==> config.mk <==
export PLATFORM = sky130hd
export DESIGN_NAME = lruchc_cell
export DESIGN_NICKNAME = d
export VERILOG_FILES = /design/src/sv/lruchc_pkg.sv /design/src/sv/lruchc_cell.sv
export SDC_FILE = /design/constraint.sdc
export NUM_CORES = 1
export LEC_CHECK = 0
export BUFFER_PORTS_ARGS = -buffer_cell sky130_fd_sc_hd__buf_4
export CORE_UTILIZATION = 35
export CTS_BUF_LIST = sky130_fd_sc_hd__clkbuf_8
export DETAILED_ROUTE_END_ITERATION = 6
export PLACE_DENSITY = 0.72
export SETUP_SLACK_MARGIN = 0.4
export SLEW_MARGIN = 20
export SYNTH_ARGS = -nofsm -noshare
export SYNTH_HDL_FRONTEND = slang
export SYNTH_SLANG_ARGS = --single-unit
==> constraint.sdc <==
create_clock -name i_clk -period 4.1 [get_ports i_clk]
set_clock_uncertainty 0.1 [all_clocks]
set_input_delay 0.41 -clock i_clk [delete_from_list [all_inputs] [get_ports i_clk]]
set_output_delay 0.41 -clock i_clk [all_outputs]
set_load 0.03 [all_outputs]
==> src/sv/lruchc_pkg.sv <==
package lruchc_pkg;

    // fixed widths of the block's ports
    localparam int PAGE_PORT_W = 32;
    localparam int CFG_W       = 11;
    localparam int CNT_W       = 32;

    // saturation value of both running counters
    localparam logic [CNT_W-1:0] CNT_MAX = '1;

    // control flags of one access travelling along the chain
    typedef struct packed {
        logic valid;    // an access sits on this link
        logic active;   // still looking for its place in the stack
        logic hit;      // page was found resident
        logic evicted;  // least recent page was pushed out
    } t_tok;

endpackage

==> src/sv/lruchc_cell.sv <==
module lruchc_cell
    import lruchc_pkg::*;
#(
    parameter int PAGE_BITS = 32,
    parameter int CAP_W     = 11,
    parameter int IDX       = 0
) (
    input  logic                 i_clk,
    input  logic                 i_rst_n,
    input  logic                 i_adv,
    input  logic [CAP_W-1:0]     i_cap,
    input  t_tok                 i_tok,
    input  logic [PAGE_BITS-1:0] i_key,
    input  logic [PAGE_BITS-1:0] i_carry,
    input  logic                 i_next_valid,
    output logic                 o_valid,
    output t_tok                 o_tok,
    output logic [PAGE_BITS-1:0] o_key,
    output logic [PAGE_BITS-1:0] o_carry
);

    // number of slots up to and including this one
    localparam logic [CAP_W-1:0] POS = CAP_W'(IDX + 1);

    logic                 r_valid;
    logic [PAGE_BITS-1:0] r_page;
    t_tok                 r_tok;
    logic [PAGE_BITS-1:0] r_key;
    logic [PAGE_BITS-1:0] r_carry;

    logic                 n_valid;
    logic [PAGE_BITS-1:0] n_page;
    t_tok                 n_tok;
    logic [PAGE_BITS-1:0] n_carry;

    logic act;
    logic match;
    logic next_live;
    logic last;
    logic full;

    // an active access one slot further down is about to fill that slot
    assign next_live = i_next_valid || (r_tok.valid && r_tok.active);
    assign act       = i_tok.valid && i_tok.active;
    assign match     = r_valid && (r_page == i_key);
    assign last      = r_valid && !next_live;
    assign full      = (POS >= i_cap);

    // compare, swap with the carried page, or settle the access here
    always_comb begin
        n_valid = r_valid;
        n_page  = r_page;
        n_tok   = i_tok;
        n_carry = i_carry;
        if (act) begin
            n_page = i_carry;
            if (!r_valid) begin
                // first empty slot: stack grows by one
                n_valid      = 1'b1;
                n_tok.active = 1'b0;
                n_carry      = '0;
            end else if (match) begin
                n_tok.active = 1'b0;
                n_tok.hit    = 1'b1;
                n_carry      = '0;
            end else if (last && full) begin
                // bottom of a full stack: old page leaves with the beat
                n_tok.active  = 1'b0;
                n_tok.evicted = 1'b1;
                n_carry       = r_page;
            end else begin
                n_carry = r_page;
            end
        end
    end

    // slot state
    always_ff @(posedge i_clk) begin
        if (!i_rst_n) begin
            r_valid <= 1'b0;
        end else if (i_adv) begin
            r_valid <= n_valid;
        end
    end

    always_ff @(posedge i_clk) begin
        if (i_adv) begin
            r_page <= n_page;
        end
    end

    // link register towards the next slot
    always_ff @(posedge i_clk) begin
        if (!i_rst_n) begin
            r_tok <= '0;
        end else if (i_adv) begin
            r_tok <= n_tok;
        end
    end

    always_ff @(posedge i_clk) begin
        if (i_adv) begin
            r_key   <= i_key;
            r_carry <= n_carry;
        end
    end

    assign o_valid = r_valid;
    assign o_tok   = r_tok;
    assign o_key   = r_key;
    assign o_carry = r_carry;

endmodule

# Word level (Yosys, flattened, before mapping)
# Index checks and enable logic that the tools add are counted.
totals:
  regBits: 101
  in_bits: 83
  output_inout_bits: 69
  wordCells: 29
op_classes:
  order_cmp: 1
  eq_ne: 1
  mux: 11
  reduce_logical: 8
op_table:
  columns: ["operator", "n"]
  rows:
  - ["two-way mux 32 bit", 3]
  - ["equality test 32 bit", 1]
  - ["greater-or-equal comparator 1 x 11 -> 1 bit, first input constant", 1]
  - ["two-way mux 1 bit", 6]
  - ["logical AND 1 bit", 5]
  - ["two-way mux 3 bit", 1]
  - ["two-way mux 2 bit", 1]
  - ["AND reduction 2 bit", 1]
  - ["zero test 1 bit", 1]
  - ["logical OR 1 bit", 1]

# Logic depth before layout (Yosys ltp)
depth:
  word_depth: 9
  depth_mapped: 6
  depth_no_buf: 5

# Worst setup path before layout
# No wires, ideal clock.
synth_timing:
  path_type: "input port to flip-flop"
  startpoint: "input i_key[18]"
  endpoint: "register r_carry[10], in the netlist o_carry[10] (data pin)"
  setup_time_ns: 0.257
  arrival_time_ns: 1.584
  t_required_ns: 3.743
  setup_slack_ns: 2.159
  stages: 6
  n_path_buf: 1
  path_cell_list: "xnor2_1 -> nand4_1 -> nor4_2 -> a21oi_2 -> buf_6 -> a22o_2"
synth_via:
  elab_chain_len: 5
synth_lines:
  columns: ["item", "line_no", "source"]
  rows:
  - ["from (decl)", "lruchc_cell.sv:13", "input logic [PAGE_BITS-1:0] i_key,"]
  - ["equality test 32 bit", "lruchc_cell.sv:45", "assign match = r_valid && (r_page == i_key);"]
  - ["logical AND 1 bit", "lruchc_cell.sv:45", null]
  - ["two-way mux 32 bit", "lruchc_cell.sv:62", "end else if (match) begin"]
  - ["two-way mux 32 bit", "lruchc_cell.sv:57", "if (!r_valid) begin"]
  - ["two-way mux 32 bit", "lruchc_cell.sv:55", "if (act) begin"]
  - ["named net n_carry[10]", "lruchc_cell.sv:34", "logic [PAGE_BITS-1:0] n_carry;"]
  - ["to (signal assigned)", "lruchc_cell.sv:104", "r_carry <= n_carry;"]
  - ["to (decl)", "lruchc_cell.sv:29", "logic [PAGE_BITS-1:0] r_carry;"]
# The timed path passes the listed nets, and every way through them passes these cells.
# A chain may end at the register's enable or synchronous reset.

# Final worst setup path
layout_timing:
  startpoint: "register r_page[14]"
  endpoint: "register r_carry[10], in the netlist o_carry[10] (data pin)"
layout_via:
  elab_chain_len: 5
layout_lines:
  columns: ["item", "line_no", "source"]
  rows:
  - ["from (decl)", "lruchc_cell.sv:26", "logic [PAGE_BITS-1:0] r_page;"]
  - ["from (signal assigned)", "lruchc_cell.sv:88", "r_page <= n_page;"]
  - ["equality test 32 bit", "lruchc_cell.sv:45", null]
  - ["logical AND 1 bit", "lruchc_cell.sv:45", null]
  - ["two-way mux 32 bit", "lruchc_cell.sv:62", null]
  - ["two-way mux 32 bit", "lruchc_cell.sv:57", null]
  - ["two-way mux 32 bit", "lruchc_cell.sv:55", null]
  - ["named net n_carry[10]", "lruchc_cell.sv:34", null]
# The timed path passes the listed nets, and every way through them passes these cells.

==> flow_summary.json <==
{
  "outcome": "completed",
  "crit_buf_inv": 0,
  "syn_inst": 207,
  "fin_ws_ns": 1.541,
  "rsz0062_at_grt": "no",
  "synth.mux.area_fraction": 0.002598,
  "dp.final_hpwl_mm": 6.378,
  "seq_area_frac_synth": 0.7743,
  "setup_viol": 0,
  "ys_ff_latch": 101,
  "cts_hold_buf": 0,
  "irDropWorstVdd_mv": 0.1854,
  "syn-num-nets": 290,
  "ant_nets": 0,
  "die_w_um": 106.9,
  "area_growth_pct": 37.74,
  "synth_simple_gate_area_frac": 0.03767,
  "grt_pass1_wl_mm": 13.11,
  "ios": 152,
  "combPwrFrac": 0.158,
  "nets": 447,
  "vias": 2446,
  "rrSetupSlack_ns": 1.54,
  "relSlewSlack": 0.3443,
  "hold_viol": 0,
  "ff2ff_path_depth": 5,
  "power-per-cell-area_mw_per_mm2": 407.5,
  "critPathSlowestCell": "nor4_2",
  "place.port_buffers": 150,
  "clk_latency_ns": 0.36,
  "cts_root_buf": "clkbuf_8",
  "post_cts.repair.setup_buffers": 0,
  "cts_tree": "yes",
  "cp.arrival_ns": 2.58,
  "cp_max_fo": 32,
  "grt_pass1_vias": 2482,
  "critPathMaxStageDelay_ns": 0.69,
  "synth_fa_ha_area_frac": 0,
  "startpoint": "r_page[14]$_DFFE_PP_",
  "wl_per_cell_um": 17.44,
  "synth-xor-area-share": 0.07275,
  "fp-row-count": 37,
  "crit_family": "simple AND/OR/NAND/NOR gates",
  "p_switching_uw": 576.2,
  "drtIter0Drc": 83,
  "p_leak_nw": 2.035,
  "routed_wirelength_mm": 8.807,
  "cts_htree_levels": 3,
  "clock-sinks": 101,
  "antenna_found_initial": 0,
  "final.setup.tns_ns": 0,
  "n_antenna_cell": 0,
  "fmax_mhz": 390.7,
  "post-route-drc-count": 0,
  "place_ws_ns": 1.413,
  "worst_pin_slew_ns": 0.9814,
  "critPathKind": "flip-flop to flip-flop",
  "period_needed_ns": 2.559,
  "clockBufferDepth": 2,
  "ys_warn_count": 0,
  "drive_gt1_frac": 0.5203,
  "die_y_um": 106.9,
  "synth_compound_area_frac": 0.1000,
  "grt_use_total": 0.1571,
  "placeableCoreArea_mm2": 0.01051,
  "vias_per_cell": 4.844,
  "initial_core_util": 0.3666,
  "switching_share": 0.2665,
  "end_kind": "flip-flop",
  "gr-total-overflow": 0,
  "hold_class": "primary input to flip-flop",
  "r2r-start": "r_page[14]$_DFFE_PP_",
  "crit_end": "o_carry[10]$_DFFE_PP_",
  "numCtsBuffers": 9,
  "cp_cell_sequence": "xnor2_1 -> nand4_1 -> nor4_2 -> a21oi_4 -> a22o_2",
  "drv_slew": 0,
  "grt_max_degree": 44,
  "cp_num_cells": 5,
  "period_share": 0.6243,
  "p_int_mw": 1.586,
  "critPathLaunchType": "flip-flop",
  "syn_area_mm2": 0.003852,
  "ys_types": 26,
  "crit_required_ns": 4.12,
  "drt_pass1_iterations": 4,
  "power_frac_clock": 0.274,
  "synth_top_family_by_area": "compound AO/OA/AOI/OAI gates",
  "ctsResizeCount": 0,
  "dieArea_mm2": 0.01143,
  "seqPwrFrac": 0.568,
  "gp_congestion": 0.7484,
  "rr_endpoint": "o_carry[10]$_DFFE_PP_",
  "syn_avg_cell_area_um2": 18.61,
  "clk_pin_slew_ns": 0.10,
  "maxCapViolCount": 0
}
[state kept, by name (all words and copies together), names as in the netlist]
| register | cells |
|---|---|
| o_valid | 1 |
| o_tok | 4 |
| o_carry | 32 |
| o_key | 32 |
| r_page | 32 |
[worst min-delay path by stage]
stage	slack, ns	cells past startpoint	endpoint	start
global route	0.10	1	r_page[1]$_DFFE_PP_	i_carry[1]
floorplan	0.40	1	o_tok[1]$_SDFFE_PN0P_	i_adv
detailed placement	0.43	2	o_tok[1]$_SDFFE_PN0P_	o_tok[1]$_SDFFE_PN0P_
global placement	0.41	2	o_tok[1]$_SDFFE_PN0P_	o_tok[1]$_SDFFE_PN0P_
CTS	0.11	1	r_page[15]$_DFFE_PP_	i_carry[15]
finish	0.12	1	r_page[15]$_DFFE_PP_	i_carry[15]
[cells in the final DEF, fill, tap and decap left out, types with 3 or more instances in the layout]
cell | synthesis | routed
clkbuf_8 | 0 | 9
a22o_2 | 19 | 19
a22o_1 | 13 | 13
buf_4 | 0 | 152
nand4_1 | 9 | 9
inv_6 | 0 | 3
dfxtp_1 | 5 | 5
xnor2_1 | 32 | 32
edfxtp_1 | 96 | 96
nand2_1 | 5 | 5
[kinds of logic (layout without fill, tap and decap cells)]
kind of cell           count (synthesis)  count (layout)
flip-flops                           101             101
XOR/XNOR                              32              32
buffers and inverters                  7             169
AND/OR/NAND/NOR                       23              23
multiplexers                           1               1
AO/OA/AOI/OAI                         43              43
[through the flow]
step	power [mW]	util	instances	instance area (um2)	hold slack, ns
global placement	1.593	0.4879	489	5127	0.4111
global route	2.240	0.5049	505	5306	0.1002
detailed placement	1.600	0.4879	489	5127	0.4315
CTS	2.190	0.5049	505	5306	0.1054
floorplan	1.418	-	207	3852	0.3994
finish	2.162	0.5049	505	5306	0.1224
[power groups by stage]
stage          sequential [mW]  combinational (mW)  clock, mW
3_3_place_gp              1.25               0.342          0
2_1_floorplan             1.35              0.0666          0
4_1_cts                   1.23               0.347      0.614
6_report                  1.23               0.342      0.592
3_5_place_dp              1.25               0.346          0
5_1_grt                   1.24               0.363      0.642
[worst reg2reg max path, cell delays in order, from the launching register on]
cell,delay [ns]
edfxtp_1,0.42
xnor2_1,0.19
nand4_1,0.16
nor4_2,0.69
a21oi_4,0.41
a22o_2,0.34
[synthesized netlist by cell type, drive strengths merged]
cell / number / area [um2]
xnor2: 32 / 280.3
a21oi: 2 / 13.76
edfxtp: 96 / 2883
nor4: 4 / 37.53
o21ai: 1 / 5.000
clkbuf: 3 / 11.26
nor4b: 1 / 8.760
a31oi: 2 / 12.51
a21o: 1 / 8.760
nand2: 5 / 18.77
o31a: 1 / 8.760
nand3: 1 / 5.000
a21bo: 1 / 10.01
dfxtp: 5 / 100.1
nand4: 9 / 56.30
a22o: 32 / 304.0
mux2i: 1 / 10.01
a211oi: 1 / 7.510
o21a: 2 / 15.01
buf: 3 / 33.78
and3: 2 / 12.51
nor2b: 1 / 6.260
inv: 1 / 3.750
[final cells by class]
type                    count  area, um2
clock inverters             7      55.05
repair buffers            152       1141
clock buffers               9      123.9
well taps                 136      170.2
fillers                   880       5202
multi-input cells          99      829.5
flip-flops and latches    101       2983
inverters                   1      3.754
[per-layer routing]
metal  GRT usage  share of wire  wire length (um)
met1      0.1879           0.41              3577
met2      0.2687           0.50              4403
met3     0.04255          0.081               711
met4     0.06164          0.013               114
met5           0              0                 0
Power figures use the tool's default switching activity.
